$ cat src/rtl/core/qsu_pkg.sv
// Package for the quoted string unescaper: phase and status codes, result type.
// No dependencies; imported by quoted_string_unescape.
package qsu_pkg;

  typedef enum logic [2:0] {
    PH_IDLE = 3'd0,
    PH_BODY = 3'd1,
    PH_ESC  = 3'd2,
    PH_OCT  = 3'd3,
    PH_HEX  = 3'd4,
    PH_DONE = 3'd5
  } phase_e;

  typedef enum logic [2:0] {
    ST_OK          = 3'd0,
    ST_EMPTY       = 3'd1,
    ST_UNQUOTED    = 3'd2,
    ST_PREM_ESC    = 3'd3,
    ST_INVALID_ESC = 3'd4,
    ST_PREM_END    = 3'd5
  } status_e;

  localparam logic [7:0] CH_DQUOTE    = 8'h22;
  localparam logic [7:0] CH_SQUOTE    = 8'h27;
  localparam logic [7:0] CH_BACKSLASH = 8'h5C;
  localparam logic [7:0] CH_NEWLINE   = 8'h0A;

  localparam int unsigned OctDigitsMax = 3;
  localparam int unsigned HexDigitsMax = 2;

  // One result item.
  typedef struct packed {
    logic [15:0] consumed;
    logic [2:0]  status;
    logic        last;
    logic [7:0]  out_byte;
  } result_t;

  function automatic result_t mk_data(input logic [7:0] b);
    result_t r;
    r.consumed = '0;
    r.status   = ST_OK;
    r.last     = 1'b0;
    r.out_byte = b;
    return r;
  endfunction

  function automatic result_t mk_status(input status_e st, input logic [15:0] cnt);
    result_t r;
    r.consumed = cnt;
    r.status   = st;
    r.last     = 1'b1;
    r.out_byte = '0;
    return r;
  endfunction

endpackage

$ cat src/rtl/core/quoted_string_unescape.sv
// Quoted string unescaper, top level: decode logic, state registers, result queue.
// Depends on qsu_pkg.
//
// Takes one source character per request on the slave stream and decodes a single- or
// double-quoted string literal with C-style escapes (\" \' \b \f \n \r \t \\,
// backslash-newline, up to three octal digits, \x with up to two hex digits). Data bytes
// leave on the master stream with tlast low; each string ends with one status request
// (tlast high) carrying the status code and the count of consumed characters, quotes
// included, saturating at 65535; an end item counts only when it cuts a string short,
// and empty or unquoted input reports zero. An end item is a slave request with tlast
// high (its tdata is ignored). After a status, characters are dropped until the end
// item. Throughput is one character per cycle: decode is a single combinational pass
// from the state registers and the accepted character into a 4-entry result queue.
// One character yields at most two results, so tready is held low while the queue holds
// more than two; with the master side always ready the queue never fills that far.
module quoted_string_unescape
  import qsu_pkg::*;
(
  input  logic        clk_i,
  input  logic        rst_ni,
  input  logic        s_axis_tvalid_i,
  output logic        s_axis_tready_o,
  input  logic [7:0]  s_axis_tdata_i,   // [7:0] ch
  input  logic        s_axis_tlast_i,   // end_of_text
  output logic        m_axis_tvalid_o,
  input  logic        m_axis_tready_i,
  output logic [31:0] m_axis_tdata_o,   // [7:0] out_byte, [10:8] status, [26:11] consumed
  output logic        m_axis_tlast_o    // last
);

  localparam int unsigned QDepth = 4;
  localparam int unsigned QAw    = $clog2(QDepth);

  // Decoder state
  phase_e      phase_q, phase_d;
  logic        quote_dbl_q, quote_dbl_d;
  logic [8:0]  esc_val_q, esc_val_d;
  logic [1:0]  dig_cnt_q, dig_cnt_d;
  logic [15:0] pos_q, pos_d;

  // Result queue
  result_t           q_mem [QDepth];
  logic [QAw-1:0]    wr_ptr_q, rd_ptr_q;
  logic [QAw:0]      cnt_q;

  logic        in_acc, out_acc;
  logic [7:0]  c;
  logic        eot;
  logic [1:0]  n_res;
  result_t     res0, res1;

  // Helpers for the decode pass
  logic [15:0] pos_inc;
  logic [7:0]  quote_ch;
  logic        is_oct, is_hex;
  logic [3:0]  hex_val;
  logic [1:0]  dig_nxt;
  logic [8:0]  oct_acc, hex_acc;

  assign c   = s_axis_tdata_i;
  assign eot = s_axis_tlast_i;

  assign s_axis_tready_o = (cnt_q <= (QAw+1)'(QDepth - 2));
  assign in_acc          = s_axis_tvalid_i & s_axis_tready_o;
  assign m_axis_tvalid_o = (cnt_q != '0);
  assign out_acc         = m_axis_tvalid_o & m_axis_tready_i;

  assign pos_inc  = (pos_q == 16'hFFFF) ? pos_q : pos_q + 16'd1;
  assign quote_ch = quote_dbl_q ? CH_DQUOTE : CH_SQUOTE;
  assign is_oct   = (c inside {[8'h30:8'h37]});
  assign dig_nxt  = dig_cnt_q + 2'd1;
  assign oct_acc  = {esc_val_q[5:0], c[2:0]};
  assign hex_acc  = {esc_val_q[4:0], hex_val};

  always_comb begin
    is_hex  = 1'b1;
    hex_val = '0;
    if (c inside {[8'h30:8'h39]}) begin
      hex_val = c[3:0];
    end else if (c inside {[8'h41:8'h46], [8'h61:8'h66]}) begin
      hex_val = c[3:0] + 4'd9;
    end else begin
      is_hex = 1'b0;
    end
  end

  // Single decode pass. The body-character path is shared by the body phase and by a
  // numeric escape that a non-digit ends (which first emits the escape byte).
  always_comb begin
    logic body_path;
    phase_d     = phase_q;
    quote_dbl_d = quote_dbl_q;
    esc_val_d   = esc_val_q;
    dig_cnt_d   = dig_cnt_q;
    pos_d       = pos_q;
    n_res       = 2'd0;
    res0        = mk_data(8'h00);
    res1        = mk_data(8'h00);
    body_path   = 1'b0;

    case (phase_q)
      PH_DONE: begin
        if (eot) phase_d = PH_IDLE;
      end
      PH_BODY, PH_ESC, PH_OCT, PH_HEX: begin
        if (eot) begin
          phase_d = PH_IDLE;
          pos_d   = pos_inc;
          if (phase_q == PH_OCT || phase_q == PH_HEX) begin
            res0  = mk_data(esc_val_q[7:0]);
            res1  = mk_status(ST_PREM_END, pos_inc);
            n_res = 2'd2;
          end else begin
            res0  = mk_status((phase_q == PH_ESC) ? ST_PREM_ESC : ST_PREM_END, pos_inc);
            n_res = 2'd1;
          end
        end else begin
          case (phase_q)
            PH_OCT: begin
              if (is_oct) begin
                pos_d     = pos_inc;
                esc_val_d = oct_acc;
                dig_cnt_d = dig_nxt;
                if (dig_nxt >= 2'(OctDigitsMax)) begin
                  phase_d = PH_BODY;
                  res0    = mk_data(oct_acc[7:0]);
                  n_res   = 2'd1;
                end
              end else begin
                res0      = mk_data(esc_val_q[7:0]);
                n_res     = 2'd1;
                phase_d   = PH_BODY;
                body_path = 1'b1;
              end
            end
            PH_HEX: begin
              if (is_hex) begin
                pos_d     = pos_inc;
                esc_val_d = hex_acc;
                dig_cnt_d = dig_nxt;
                if (dig_nxt >= 2'(HexDigitsMax)) begin
                  phase_d = PH_BODY;
                  res0    = mk_data(hex_acc[7:0]);
                  n_res   = 2'd1;
                end
              end else begin
                res0      = mk_data(esc_val_q[7:0]);
                n_res     = 2'd1;
                phase_d   = PH_BODY;
                body_path = 1'b1;
              end
            end
            PH_ESC: begin
              pos_d   = pos_inc;
              phase_d = PH_BODY;
              n_res   = 2'd1;
              case (c)
                CH_DQUOTE, CH_SQUOTE, CH_BACKSLASH: res0 = mk_data(c);
                8'h62: res0 = mk_data(8'h08);   // \b
                8'h66: res0 = mk_data(8'h0C);   // \f
                8'h6E: res0 = mk_data(8'h0A);   // \n
                8'h72: res0 = mk_data(8'h0D);   // \r
                8'h74: res0 = mk_data(8'h09);   // \t
                CH_NEWLINE: n_res = 2'd0;       // line continuation
                8'h78, 8'h58: begin             // \x, \X
                  n_res     = 2'd0;
                  esc_val_d = '0;
                  dig_cnt_d = '0;
                  phase_d   = PH_HEX;
                end
                default: begin
                  if (is_oct) begin
                    n_res     = 2'd0;
                    esc_val_d = {6'd0, c[2:0]};
                    dig_cnt_d = 2'd1;
                    phase_d   = PH_OCT;
                  end else begin
                    phase_d = PH_DONE;
                    res0    = mk_status(ST_INVALID_ESC, pos_inc);
                  end
                end
              endcase
            end
            default: begin
              body_path = 1'b1;
            end
          endcase

          if (body_path) begin
            pos_d = pos_inc;
            if (c == CH_BACKSLASH) begin
              phase_d = PH_ESC;
            end else begin
              if (c == quote_ch) phase_d = PH_DONE;
              if (n_res == 2'd0) begin
                res0 = (c == quote_ch) ? mk_status(ST_OK, pos_inc) : mk_data(c);
              end else begin
                res1 = (c == quote_ch) ? mk_status(ST_OK, pos_inc) : mk_data(c);
              end
              n_res = n_res + 2'd1;
            end
          end
        end
      end
      default: begin
        // idle: expect the opening quote
        phase_d = PH_IDLE;
        n_res   = 2'd1;
        if (eot) begin
          res0 = mk_status(ST_EMPTY, 16'd0);
        end else if (c == CH_DQUOTE || c == CH_SQUOTE) begin
          n_res       = 2'd0;
          quote_dbl_d = (c == CH_DQUOTE);
          pos_d       = 16'd1;
          phase_d     = PH_BODY;
        end else begin
          phase_d = PH_DONE;
          res0    = mk_status(ST_UNQUOTED, 16'd0);
        end
      end
    endcase
  end

  always_ff @(posedge clk_i or negedge rst_ni) begin
    if (!rst_ni) begin
      phase_q     <= PH_IDLE;
      quote_dbl_q <= 1'b0;
      esc_val_q   <= '0;
      dig_cnt_q   <= '0;
      pos_q       <= '0;
    end else if (in_acc) begin
      phase_q     <= phase_d;
      quote_dbl_q <= quote_dbl_d;
      esc_val_q   <= esc_val_d;
      dig_cnt_q   <= dig_cnt_d;
      pos_q       <= pos_d;
    end
  end

  // Queue pointers and fill level
  logic [QAw:0] n_push;
  assign n_push = in_acc ? (QAw+1)'(n_res) : '0;

  always_ff @(posedge clk_i or negedge rst_ni) begin
    if (!rst_ni) begin
      wr_ptr_q <= '0;
      rd_ptr_q <= '0;
      cnt_q    <= '0;
    end else begin
      wr_ptr_q <= wr_ptr_q + n_push[QAw-1:0];
      if (out_acc) rd_ptr_q <= rd_ptr_q + 1'b1;
      cnt_q <= cnt_q + n_push - (QAw+1)'(out_acc);
    end
  end

  // Queue payload, no reset
  always_ff @(posedge clk_i) begin
    if (in_acc && n_res != 2'd0) q_mem[wr_ptr_q] <= res0;
    if (in_acc && n_res == 2'd2) q_mem[wr_ptr_q + 1'b1] <= res1;
  end

  result_t head;
  assign head           = q_mem[rd_ptr_q];
  assign m_axis_tdata_o = {5'd0, head.consumed, head.status, head.out_byte};
  assign m_axis_tlast_o = head.last;

endmodule

$ cat config.mk
export PLATFORM = sky130hd
export DESIGN_NAME = quoted_string_unescape
export DESIGN_NICKNAME = d
export VERILOG_FILES = /design/src/rtl/core/qsu_pkg.sv /design/src/rtl/core/quoted_string_unescape.sv
export SDC_FILE = /design/constraint.sdc
export NUM_CORES = 1
export LEC_CHECK = 0
export BUFFER_PORTS_ARGS = -buffer_cell sky130_fd_sc_hd__buf_4
export CORE_MARGIN = 3
export CORE_UTILIZATION = 65
export CTS_BUF_LIST = sky130_fd_sc_hd__clkbuf_4
export CTS_CLUSTER_DIAMETER = 120
export DETAILED_ROUTE_END_ITERATION = 7
export GPL_ROUTABILITY_DRIVEN = 0
export MAX_ROUTING_LAYER = met4
export PLACE_DENSITY = 0.84
export SLEW_MARGIN = 25
export SYNTH_ARGS = -nofsm -noshare
export SYNTH_HDL_FRONTEND = slang
export SYNTH_SLANG_ARGS = --single-unit
export TNS_END_PERCENT = 50
$ cat constraint.sdc
create_clock -name clk_i -period 6.2 [get_ports clk_i]
set_input_delay 0.93 -clock clk_i [delete_from_list [all_inputs] [get_ports clk_i]]
set_output_delay 0.93 -clock clk_i [all_outputs]
set_load 0.005 [all_outputs]
==> flow_summary.json, run 1 <==
{
  "fraction_of_post_synthesis_cell_area_in_the_top_cell_type_by_area_pct": 38.5,
  "clock_pin_slew_on_the_worst_setup_and_hold_paths_ns": 0.12,
  "timing.critical_path.slowest_stage_cell": "sky130_fd_sc_hd__or4_1",
  "cts_tree": "yes",
  "die_width_um": 120,
  "grt_use_total_pct": 31.0,
  "final.min_clock_period_ns": 5.05,
  "max_capacitance_violation_total": 0,
  "antenna_violations_before_repair": 0,
  "drt_first_pass_iters": 8,
  "maxSlewViolCount": 0,
  "htree_levels": 4,
  "timing.critical_path.cells": "buf_4 -> inv_1 -> ha_1 -> nor3b_1 -> or4b_1 -> nand3_2 -> nand3_2 -> ha_1 -> a32oi_1 -> nor3_1 -> o32a_1 -> o32a_1 -> or4_1 -> nand2_1 -> buf_4",
  "cts-root-to-sink-buffers": 2,
  "grt_first_pass_wirelength_mm": 33.6,
  "synth-main-ff-cell": "sky130_fd_sc_hd__edfxtp_1",
  "ys_seq_elements": 149,
  "netlist_area_um2": 8410,
  "ant_nets": 0,
  "timing.final.setup_violations": 0,
  "start_kind": "primary input",
  "die_y_um": 120,
  "seq_power_share_pct": 41.0,
  "rsz0062_at_grt": "false",
  "rows": 40,
  "routed_wirelength_mm": 21.3,
  "worstSetupEndpoint": "q_mem[1][8]$_DFFE_PP_",
  "cts_resized": 0,
  "peak_freq_mhz": 198,
  "detailedRoute.firstIterationViolations": 1489,
  "io_buffers": 42,
  "placed_cell_area_um2": 8740,
  "timing_worst_slew_pin_value_ns": 1.02,
  "layout.cells.most_common": "sky130_fd_sc_hd__edfxtp_1",
  "worstSetupEndpointType": "flop",
  "layout.cells.most_common_list": "sky130_fd_sc_hd__edfxtp_1 (108), sky130_fd_sc_hd__a21oi_1 (105), sky130_fd_sc_hd__nand2_1 (64)",
  "area_delta_synth_final_pct": 7.17,
  "clock-root-buffer": "sky130_fd_sc_hd__clkbuf_4",
  "grt_util_met2_pct": 45.3,
  "setup-tns-final_ns": 0,
  "p_clk_share_pct": 15.4,
  "yosysWarningCount": 0,
  "max_slew_margin_pct": 31.7,
  "grt_max_degree": 38,
  "grt.met3_usage_pct": 10.3,
  "drive_gt1_share_pct": 16.6,
  "post-cts-setup-buffers": 0,
  "routed_via_density": 7.14,
  "synth.lib_cells_used.distinct": 81,
  "worst_setup_path_startpoint": "s_axis_tdata_i[0]",
  "switchingPower_mw": 1.50,
  "reg2reg_depth": 11,
  "clk-insertion-delay-late_ns": 0.57,
  "multi_input_comb_area_um2": 3810,
  "layout.filler_cells": 857,
  "p_per_area_nw_per_um2": 410,
  "detailed_place_hpwl_mm": 14.5,
  "cts_hold_buf": 0,
  "hold_class": "in -> async",
  "finish.instance_area_um2": 9020,
  "design.portCount": 48,
  "crit_path_max_fanout": 20,
  "worstSetupPathType": "in -> reg",
  "synth_sequential_area_ratio_pct": 50.5,
  "timing.critical_path.arrival_ns": 5.33,
  "synth-edff-count": 108,
  "postSynth.asyncResetShare_pct": 24.8,
  "power_frac_comb_pct": 43.6,
  "globalRouteOverflowTotal": 0,
  "r2r_path_end": "q_mem[1][8]$_DFFE_PP_",
  "core-area_um2": 12300,
  "die-area_um2": 14300,
  "p_int_mw": 2.20,
  "vias": 6942,
  "violated_checks": "design-rule violations",
  "yosysTopAreaCell": "sky130_fd_sc_hd__edfxtp_1",
  "leakage_nw": 3.02,
  "timing.final.hold_violations": 0,
  "ir_worst_vdd_uv": 242,
  "worst-r2r-setup-slack_ns": 1.23,
  "regToRegStartpoint": "phase_q[2]$_DFFE_PN0P_",
  "global_route.usage.met1_pct": 42.3,
  "wl_per_cell_um": 21.9,
  "first_global_vias": 6335,
  "clock-sinks": 149,
  "floorplan.initialDensity_pct": 68.3,
  "area.sequential_um2": 4250,
  "syn-mean-instance-area_um2": 10.8,
  "layout.core_utilization_pct": 73.2,
  "tritoncts.num_buffers": 17,
  "outcome": "complete, but fails checks",
  "synthesis.instances": 776,
  "slowest_delay_ns": 0.72,
  "synth_area_leaders": "sky130_fd_sc_hd__edfxtp_1 (39%), sky130_fd_sc_hd__dfrtp_1 (11%), sky130_fd_sc_hd__mux4_2 (7.5%)",
  "netSwitchingFraction_pct": 40.6,
  "critPathRequiredTime_ns": 6.48,
  "period_share_pct": 81.5,
  "gr-max-usage-layer": "met2",
  "finClkSkew_ns": 0.0131,
  "drt_drc_violations_left": 32,
  "nNetsFinal": 816
}
## critical path, delay by kind of cell
family          cells  cell delay, ns
simple gates        7            2.34
compound gates      3            0.95
buf+inv             3            0.56
fa+ha+maj           2            0.53
## sequential cells by signal, summed over array words and instances (netlist names)
signal       flops
pos_q           16
quote_dbl_q      1
cnt_q            3
phase_q          3
q_mem          112
wr_ptr_q         2
rd_ptr_q         2
dig_cnt_q        2
esc_val_q        8
## kinds of logic (layout without fill, tap and decap cells)
kind of cell | Yosys count | in the layout | synth area share (%)
compound gates | 263 | 263 | 19.3
flops | 149 | 149 | 50.5
xor+xnor | 16 | 16 | 1.67
other cells | 1 | 6 | 0.0446
mux | 34 | 34 | 8.24
simple gates | 218 | 218 | 13.8
buf+inv | 82 | 105 | 4.42
fa+ha+maj | 13 | 13 | 2.02
## cells in the mapped netlist (5+ instances only)
cell,instances
sky130_fd_sc_hd__nand2b_1,11
sky130_fd_sc_hd__o211ai_1,9
sky130_fd_sc_hd__mux4_2,28
sky130_fd_sc_hd__inv_1,18
sky130_fd_sc_hd__ha_1,12
sky130_fd_sc_hd__and3_1,6
sky130_fd_sc_hd__a31oi_1,5
sky130_fd_sc_hd__nand4_1,6
sky130_fd_sc_hd__nand2_1,64
sky130_fd_sc_hd__clkbuf_1,41
sky130_fd_sc_hd__edfxtp_1,108
sky130_fd_sc_hd__nor2_1,37
sky130_fd_sc_hd__nor4_1,8
sky130_fd_sc_hd__or3_1,8
sky130_fd_sc_hd__nand3_1,17
sky130_fd_sc_hd__xnor2_1,11
sky130_fd_sc_hd__and2_1,9
sky130_fd_sc_hd__buf_6,5
sky130_fd_sc_hd__a22oi_1,5
sky130_fd_sc_hd__buf_1,7
sky130_fd_sc_hd__nand3b_1,5
sky130_fd_sc_hd__dfrtp_1,37
sky130_fd_sc_hd__nor3_1,14
sky130_fd_sc_hd__xor2_1,5
sky130_fd_sc_hd__o22ai_1,43
sky130_fd_sc_hd__o21ai_0,45
sky130_fd_sc_hd__a21oi_1,105
sky130_fd_sc_hd__buf_4,5
sky130_fd_sc_hd__buf_2,6
## power by group through the flow
stage / sequential, mW / clock (mW) / combinational, mW
finish: 1.52 / 0.568 / 1.61
global route: 1.54 / 0.625 / 1.73
CTS: 1.51 / 0.571 / 1.58
detailed placement: 1.53 / 0 / 1.57
global placement: 1.52 / 0 / 1.52
floorplan: 1.38 / 0 / 1.19
## worst min path at each step
stage / from / end / slack, ns / cells after the start
after floorplan: cnt_q[2]$_DFF_PN0_ / cnt_q[2]$_DFF_PN0_ / 0.46 / 1
after global placement: rd_ptr_q[1]$_DFFE_PN0P_ / rd_ptr_q[1]$_DFFE_PN0P_ / 0.47 / 1
after detailed placement: rd_ptr_q[1]$_DFFE_PN0P_ / rd_ptr_q[1]$_DFFE_PN0P_ / 0.47 / 1
after CTS: rst_ni / pos_q[9]$_DFFE_PN0P_ / 0.30 / 1
after global routing: rst_ni / pos_q[14]$_DFFE_PN0P_ / 0.30 / 1
final: rst_ni / pos_q[9]$_DFFE_PN0P_ / 0.32 / 1
## layer usage
layer,wire length (um),share of wire (%),vias to the layer above
met2,9850,46,554
met5,0,0,-
met1,8050,38,3254
li1,-,-,3046
met3,2860,13,88
met4,555,2.6,0
## per-stage QoR
stage          setup slack, ns  total power, mW  cells  hold WS, ns
2_1_floorplan            0.942             2.58    780        0.462
3_3_place_gp             0.797             3.04    938        0.465
3_5_place_dp             0.666             3.10    938        0.467
4_1_cts                   1.28             3.66    970        0.301
5_1_grt                  0.936             3.90    971        0.304
6_report                  1.15             3.70    972        0.317
## area by class of cell
| class | instances | share of cell area (%) |
|---|---|---|
| multi-input combinational | 549 | 42.2 |
| tap | 168 | 2.33 |
| clock inverter | 14 | 1.42 |
| antenna | 1 | 0.0278 |
| clock buffer | 18 | 1.50 |
| inverter | 18 | 0.749 |
| sequential | 149 | 47.2 |
| timing repair buffer | 55 | 4.58 |
No activity file was read; power rests on OpenSTA's default activity.
==> run 2, diff against run 1 <==
- CORE_UTILIZATION: 65 -> 57
- PLACE_DENSITY: 0.84 -> 0.78
- clock period: 6.2 -> 4.4 ns (I/O delays scaled with it)
==> flow_summary.json, run 2 (synthesis gave the netlist of run 1 again) <==
{
  "rsz0062_at_grt": "false",
  "regToRegStartpoint": "phase_q[0]$_DFFE_PN0P_",
  "timing.critical_path.mode_cell": "sky130_fd_sc_hd__inv_1",
  "num_antenna_cells": 0,
  "drt_first_pass_iters": 8,
  "routed_via_density": 6.97,
  "io_buffers": 42,
  "path_delay_family": "adder cells",
  "htree_levels": 4,
  "ir_worst_vdd_uv": 314,
  "design.portCount": 48,
  "outcome": "complete, but fails checks",
  "max_capacitance_violation_total": 0,
  "max_slew_margin_pct": 29.4,
  "timing.critical_path.cells": "inv_1 -> nand2_1 -> or4_1 -> nand3_2 -> ha_1 -> a32oi_1 -> nor3_1 -> o32a_1 -> o32ai_4 -> nor2_1 -> inv_1 -> ha_1 -> inv_1 -> ha_1 -> inv_1 -> fa_1 -> xor2_1 -> xnor2_1",
  "hold_class": "in -> async",
  "post-cts-setup-buffers": 0,
  "cts_hold_buf": 0,
  "leakage_nw": 3.18,
  "critPathRequiredTime_ns": 4.90,
  "worstSetupPathType": "reg -> reg",
  "maxSlewViolCount": 0,
  "finish.cell_count_without_fillers": 1015,
  "layout.cells.most_common": "sky130_fd_sc_hd__edfxtp_1",
  "cts-root-to-sink-buffers": 2,
  "drive_gt1_share_pct": 20.1,
  "crit_path_max_fanout": 9,
  "peak_freq_mhz": 258,
  "grt_first_pass_wirelength_mm": 35.5,
  "tritoncts.num_buffers": 17,
  "clk-insertion-delay-late_ns": 0.57,
  "grt_use_total_pct": 28.7,
  "registers.top_by_ff_count": "q_mem",
  "layout.cells.most_common_list": "sky130_fd_sc_hd__edfxtp_1 (108), sky130_fd_sc_hd__a21oi_1 (105), sky130_fd_sc_hd__buf_4 (87)",
  "area.sequential_um2": 4250,
  "ant_nets": 0,
  "antenna_violations_before_repair": 0,
  "grt_max_degree": 38,
  "period_share_pct": 87.9,
  "rows": 43,
  "die_y_um": 128,
  "reg_top3": "q_mem: 112 flops, pos_q: 16 flops, esc_val_q: 8 flops",
  "clock-root-buffer": "sky130_fd_sc_hd__clkbuf_4",
  "cts_resized": 0,
  "wl_per_cell_um": 21.8,
  "layout.core_utilization_pct": 66.1,
  "detailedRoute.firstIterationViolations": 1380,
  "core-area_um2": 14100,
  "cts_tree": "yes",
  "r2r_path_end": "cnt_q[2]$_DFF_PN0_",
  "clock_pin_slew_on_the_worst_setup_and_hold_paths_ns": 0.12,
  "nNetsFinal": 848,
  "start_kind": "flop",
  "worstSetupEndpointType": "flop",
  "globalRouteOverflowTotal": 0,
  "drt_drc_violations_left": 77,
  "violated_checks": "design-rule violations",
  "floorplan.initialDensity_pct": 59.5,
  "timing.final.hold_violations": 0,
  "detailed_place_hpwl_mm": 15.2,
  "clock-sinks": 149,
  "largest_register_ffs": 112,
  "worst-r2r-setup-slack_ns": 0.53,
  "routed_wirelength_mm": 22.1,
  "placed_cell_area_um2": 9070,
  "setup-tns-final_ns": 0,
  "p_per_area_nw_per_um2": 576,
  "die-area_um2": 16300,
  "timing.critical_path.slowest_stage_cell": "sky130_fd_sc_hd__or4_1",
  "timing.final.setup_violations": 0,
  "post-place-cells": 983,
  "worst_setup_path_startpoint": "phase_q[0]$_DFFE_PN0P_",
  "layout.filler_cells": 1038,
  "die_width_um": 128,
  "vias": 7075,
  "timing_worst_slew_pin_value_ns": 1.05,
  "first_global_vias": 6736,
  "slowest_delay_ns": 0.57,
  "final.min_clock_period_ns": 3.87,
  "reg2reg_depth": 18,
  "final.hold.worst_slack_ns": 0.0394,
  "multi_input_comb_area_um2": 3880,
  "worstPathBufferInverterCount": 4,
  "finish.instance_area_um2": 9350,
  "finClkSkew_ns": 0.0180,
  "area_delta_synth_final_pct": 11.1,
  "timing.critical_path.arrival_ns": 4.37
}
==> run 2: cell count changes in the layout (fill, tap and decap cells not counted), sizes merged <==
cell	delta
inv	-1
bufinv	+1
diode	-1
buf	+33
clkinvlp	-2
clkinv	+1
==> run 2: routing by layer <==
metal | vias to the layer above | global-route usage, % | share of wire (%)
met5 | - | - | 0
met2 | 469 | 43.2 | 47
met3 | 79 | 6.10 | 11
met1 | 3416 | 39.5 | 40
li1 | 3111 | - | -
met4 | 0 | 8.83 | 2.5
==> run 2: layout make-up <==
type                    instances  area share (%)
multi-input cells             549            41.5
clock inverters                13            1.41
well taps                     180            2.41
flip-flops and latches        149            45.5
inverters                      18           0.723
clock buffers                  19            1.53
repair buffers                 87            6.99
==> run 2: worst register-to-register path: stages (launching register included) <==
cell	delay [ns]
sky130_fd_sc_hd__dfrtp_1	0.50
sky130_fd_sc_hd__inv_1	0.17
sky130_fd_sc_hd__nand2_1	0.11
sky130_fd_sc_hd__or4_1	0.57
sky130_fd_sc_hd__nand3_2	0.12
sky130_fd_sc_hd__ha_1	0.24
sky130_fd_sc_hd__a32oi_1	0.15
sky130_fd_sc_hd__nor3_1	0.07
sky130_fd_sc_hd__o32a_1	0.41
sky130_fd_sc_hd__o32ai_4	0.13
sky130_fd_sc_hd__nor2_1	0.09
sky130_fd_sc_hd__inv_1	0.08
sky130_fd_sc_hd__ha_1	0.22
sky130_fd_sc_hd__inv_1	0.06
sky130_fd_sc_hd__ha_1	0.14
sky130_fd_sc_hd__inv_1	0.05
sky130_fd_sc_hd__fa_1	0.37
sky130_fd_sc_hd__xor2_1	0.19
sky130_fd_sc_hd__xnor2_1	0.14
==> run 2: worst max path at each step <==
stage                                     to  slack, ns  depth (start not counted)
final                     cnt_q[2]$_DFF_PN0_       0.53                         18
after global routing      cnt_q[2]$_DFF_PN0_       0.28                         18
after CTS                 cnt_q[2]$_DFF_PN0_       0.55                         18
after detailed placement  cnt_q[2]$_DFF_PN0_      -0.04                         21
after global placement    cnt_q[2]$_DFF_PN0_       0.09                         21
after floorplan           cnt_q[2]$_DFF_PN0_      -0.02                         21
==> run 2: where the power goes <==
part | total (mW) | switching (mW) | internal [mW]
logic | 2.45 | 1.38 | 1.07
clock network | 0.843 | 0.497 | 0.346
registers | 2.09 | 0.270 | 1.82
total | 5.39 | 2.14 | 3.25
==> run 2: stage by stage <==
stage	power, mW	worst slack, ns
finish	5.39	0.531
global route	5.70	0.276
CTS	5.35	0.546
detailed placement	4.52	-0.0353
global placement	4.45	0.0884
floorplan	3.66	-0.0244
==> run 3, diff against run 2 <==
- CORE_UTILIZATION: 57 -> 65
- PLACE_DENSITY: 0.78 -> 0.84
- clock period: 4.4 -> 5 ns (I/O delays scaled with it)
==> flow_summary.json, run 3 (synthesis gave the netlist of run 1 again) <==
{
  "layout.cells.most_common": "sky130_fd_sc_hd__edfxtp_1",
  "switchingPower_mw": 1.90,
  "timing.final.hold_violations": 0,
  "worst-r2r-setup-slack_ns": 0.65,
  "regToRegStartpoint": "phase_q[1]$_DFFE_PN0P_",
  "clock-sinks": 149,
  "finClkSkew_ns": 0.0169,
  "routed_wirelength_mm": 22.8,
  "p_int_mw": 2.89,
  "routed_via_density": 7.19,
  "cts_resized": 0,
  "violated_checks": "design-rule violations",
  "finalPower_mw": 4.79,
  "registers.top_by_ff_count": "q_mem",
  "design.portCount": 48,
  "rows": 40,
  "timing.critical_path.slowest_stage_cell": "sky130_fd_sc_hd__dfrtp_1",
  "maxSlewViolCount": 0,
  "clock-root-buffer": "sky130_fd_sc_hd__clkbuf_4",
  "layout.cells.most_common_list": "sky130_fd_sc_hd__edfxtp_1 (108), sky130_fd_sc_hd__a21oi_1 (105), sky130_fd_sc_hd__buf_4 (71)",
  "area_delta_synth_final_pct": 9.86,
  "io_buffers": 42,
  "ant_nets": 0,
  "antenna_violations_before_repair": 1,
  "drive_gt1_share_pct": 18.7,
  "die-area_um2": 14300,
  "worstSetupPathType": "reg -> reg",
  "wl_per_cell_um": 23.0,
  "multi_input_comb_area_um2": 3810,
  "clock_pin_slew_on_the_worst_setup_and_hold_paths_ns": 0.12,
  "core-area_um2": 12300,
  "crit_path_max_fanout": 27,
  "globalRouteOverflowTotal": 0,
  "r2r_path_end": "q_mem[1][6]$_DFFE_PP_",
  "start_kind": "flop",
  "max_slew_margin_pct": 34.7,
  "max_capacitance_violation_total": 0,
  "clk-insertion-delay-late_ns": 0.57,
  "peak_freq_mhz": 230,
  "cts_hold_buf": 0,
  "die_y_um": 120,
  "drt_first_pass_iters": 8,
  "largest_register_ffs": 112,
  "htree_levels": 4,
  "period_share_pct": 87.0,
  "cts_tree": "yes",
  "leakage_nw": 3.14,
  "final.hold.worst_slack_ns": 0.131,
  "grt_first_pass_wirelength_mm": 36.2,
  "timing.final.setup_violations": 0,
  "layout.filler_cells": 841,
  "netSwitchingFraction_pct": 39.6,
  "p_clk_share_pct": 16.7,
  "timing.critical_path.cells": "nor2b_1 -> nand2_1 -> or4_1 -> nand3_2 -> ha_1 -> a32oi_1 -> nor3_1 -> o32a_1 -> o32a_1 -> or4_1 -> nand2_2 -> buf_12",
  "outcome": "complete, but fails checks",
  "slowest_delay_ns": 0.65,
  "vias": 7125,
  "rsz0062_at_grt": "false",
  "floorplan.initialDensity_pct": 68.3,
  "detailedRoute.firstIterationViolations": 1197,
  "seq_power_share_pct": 38.8,
  "grt_use_total_pct": 33.3,
  "timing_worst_slew_pin_value_ns": 0.970,
  "ir_worst_vdd_uv": 417,
  "first_global_vias": 6760,
  "die_width_um": 120,
  "critPathRequiredTime_ns": 5.26,
  "p_per_area_nw_per_um2": 518,
  "final.min_clock_period_ns": 4.35,
  "post-cts-setup-buffers": 0,
  "power_frac_comb_pct": 44.5,
  "worstSetupEndpointType": "flop",
  "tritoncts.num_buffers": 17,
  "detailed_place_hpwl_mm": 15.3,
  "hold_class": "in -> async",
  "drt_drc_violations_left": 7,
  "timing.critical_path.arrival_ns": 4.60,
  "reg2reg_depth": 12,
  "grt_max_degree": 38,
  "reg_top3": "q_mem: 112 flops, pos_q: 16 flops, esc_val_q: 8 flops",
  "area.sequential_um2": 4250,
  "nNetsFinal": 835,
  "cts-root-to-sink-buffers": 2
}
-- run 3: final cells by class --
type                            instances  area share (%)
Antenna cell                            1          0.0271
Clock buffer                           20            1.62
Clock inverter                         12            1.66
Inverter                               18           0.731
Multi-Input combinational cell        549            41.3
Sequential cell                       149            46.0
Tap cell                              168            2.27
Timing Repair Buffer                   74            6.42
-- run 3: how the worst max path moves through the flow --
stage,startpoint,to,slack (ns),cells after the start
detailed placement,s_axis_tdata_i[0],cnt_q[2]$_DFF_PN0_,0.23,21
floorplan,s_axis_tdata_i[0],q_mem[0][0]$_DFFE_PP_,-0.007,16
global route,phase_q[1]$_DFFE_PN0P_,q_mem[0][24]$_DFFE_PP_,0.46,12
finish,phase_q[1]$_DFFE_PN0P_,q_mem[1][6]$_DFFE_PP_,0.65,12
CTS,phase_q[1]$_DFFE_PN0P_,q_mem[0][25]$_DFFE_PP_,0.75,12
global placement,s_axis_tdata_i[0],q_mem[1][23]$_DFFE_PP_,0.39,15
-- run 3: through the flow --
step	setup TNS, ns	cells	area, um2	utilization (%)	worst slack (ns)
after floorplan	-0.192	780	8430	-	-0.00710
after global placement	0	958	8930	72.6	0.391
after detailed placement	0	958	8930	72.6	0.234
after CTS	0	990	9240	75.0	0.747
after global routing	0	991	9240	75.1	0.460
final	0	991	9240	75.1	0.652
-- run 3: worst max-delay path: cells and delay by family, from the launching register on --
family,cells,cell delay [ns]
compound gates,3,0.96
fa+ha+maj,1,0.25
buf+inv,1,0.20
flops,1,0.65
simple gates,7,1.95
-- run 3: metal layers --
| metal | global-route usage [%] | up-vias | share of wire, % |
|---|---|---|---|
| met2 | 50.8 | 576 | 47 |
| met1 | 45.6 | 3372 | 38 |
| met3 | 7.87 | 88 | 13 |
| li1 | - | 3089 | - |
| met4 | 9.52 | 0 | 2.5 |
| met5 | - | - | 0 |
-- run 3: power by group through the flow --
stage	clock network, mW	logic [mW]	registers, mW
after floorplan	0	1.48	1.71
after global placement	0	2.00	1.86
after detailed placement	0	2.07	1.88
after CTS	0.801	2.08	1.85
after global routing	0.855	2.29	1.90
final	0.800	2.13	1.86
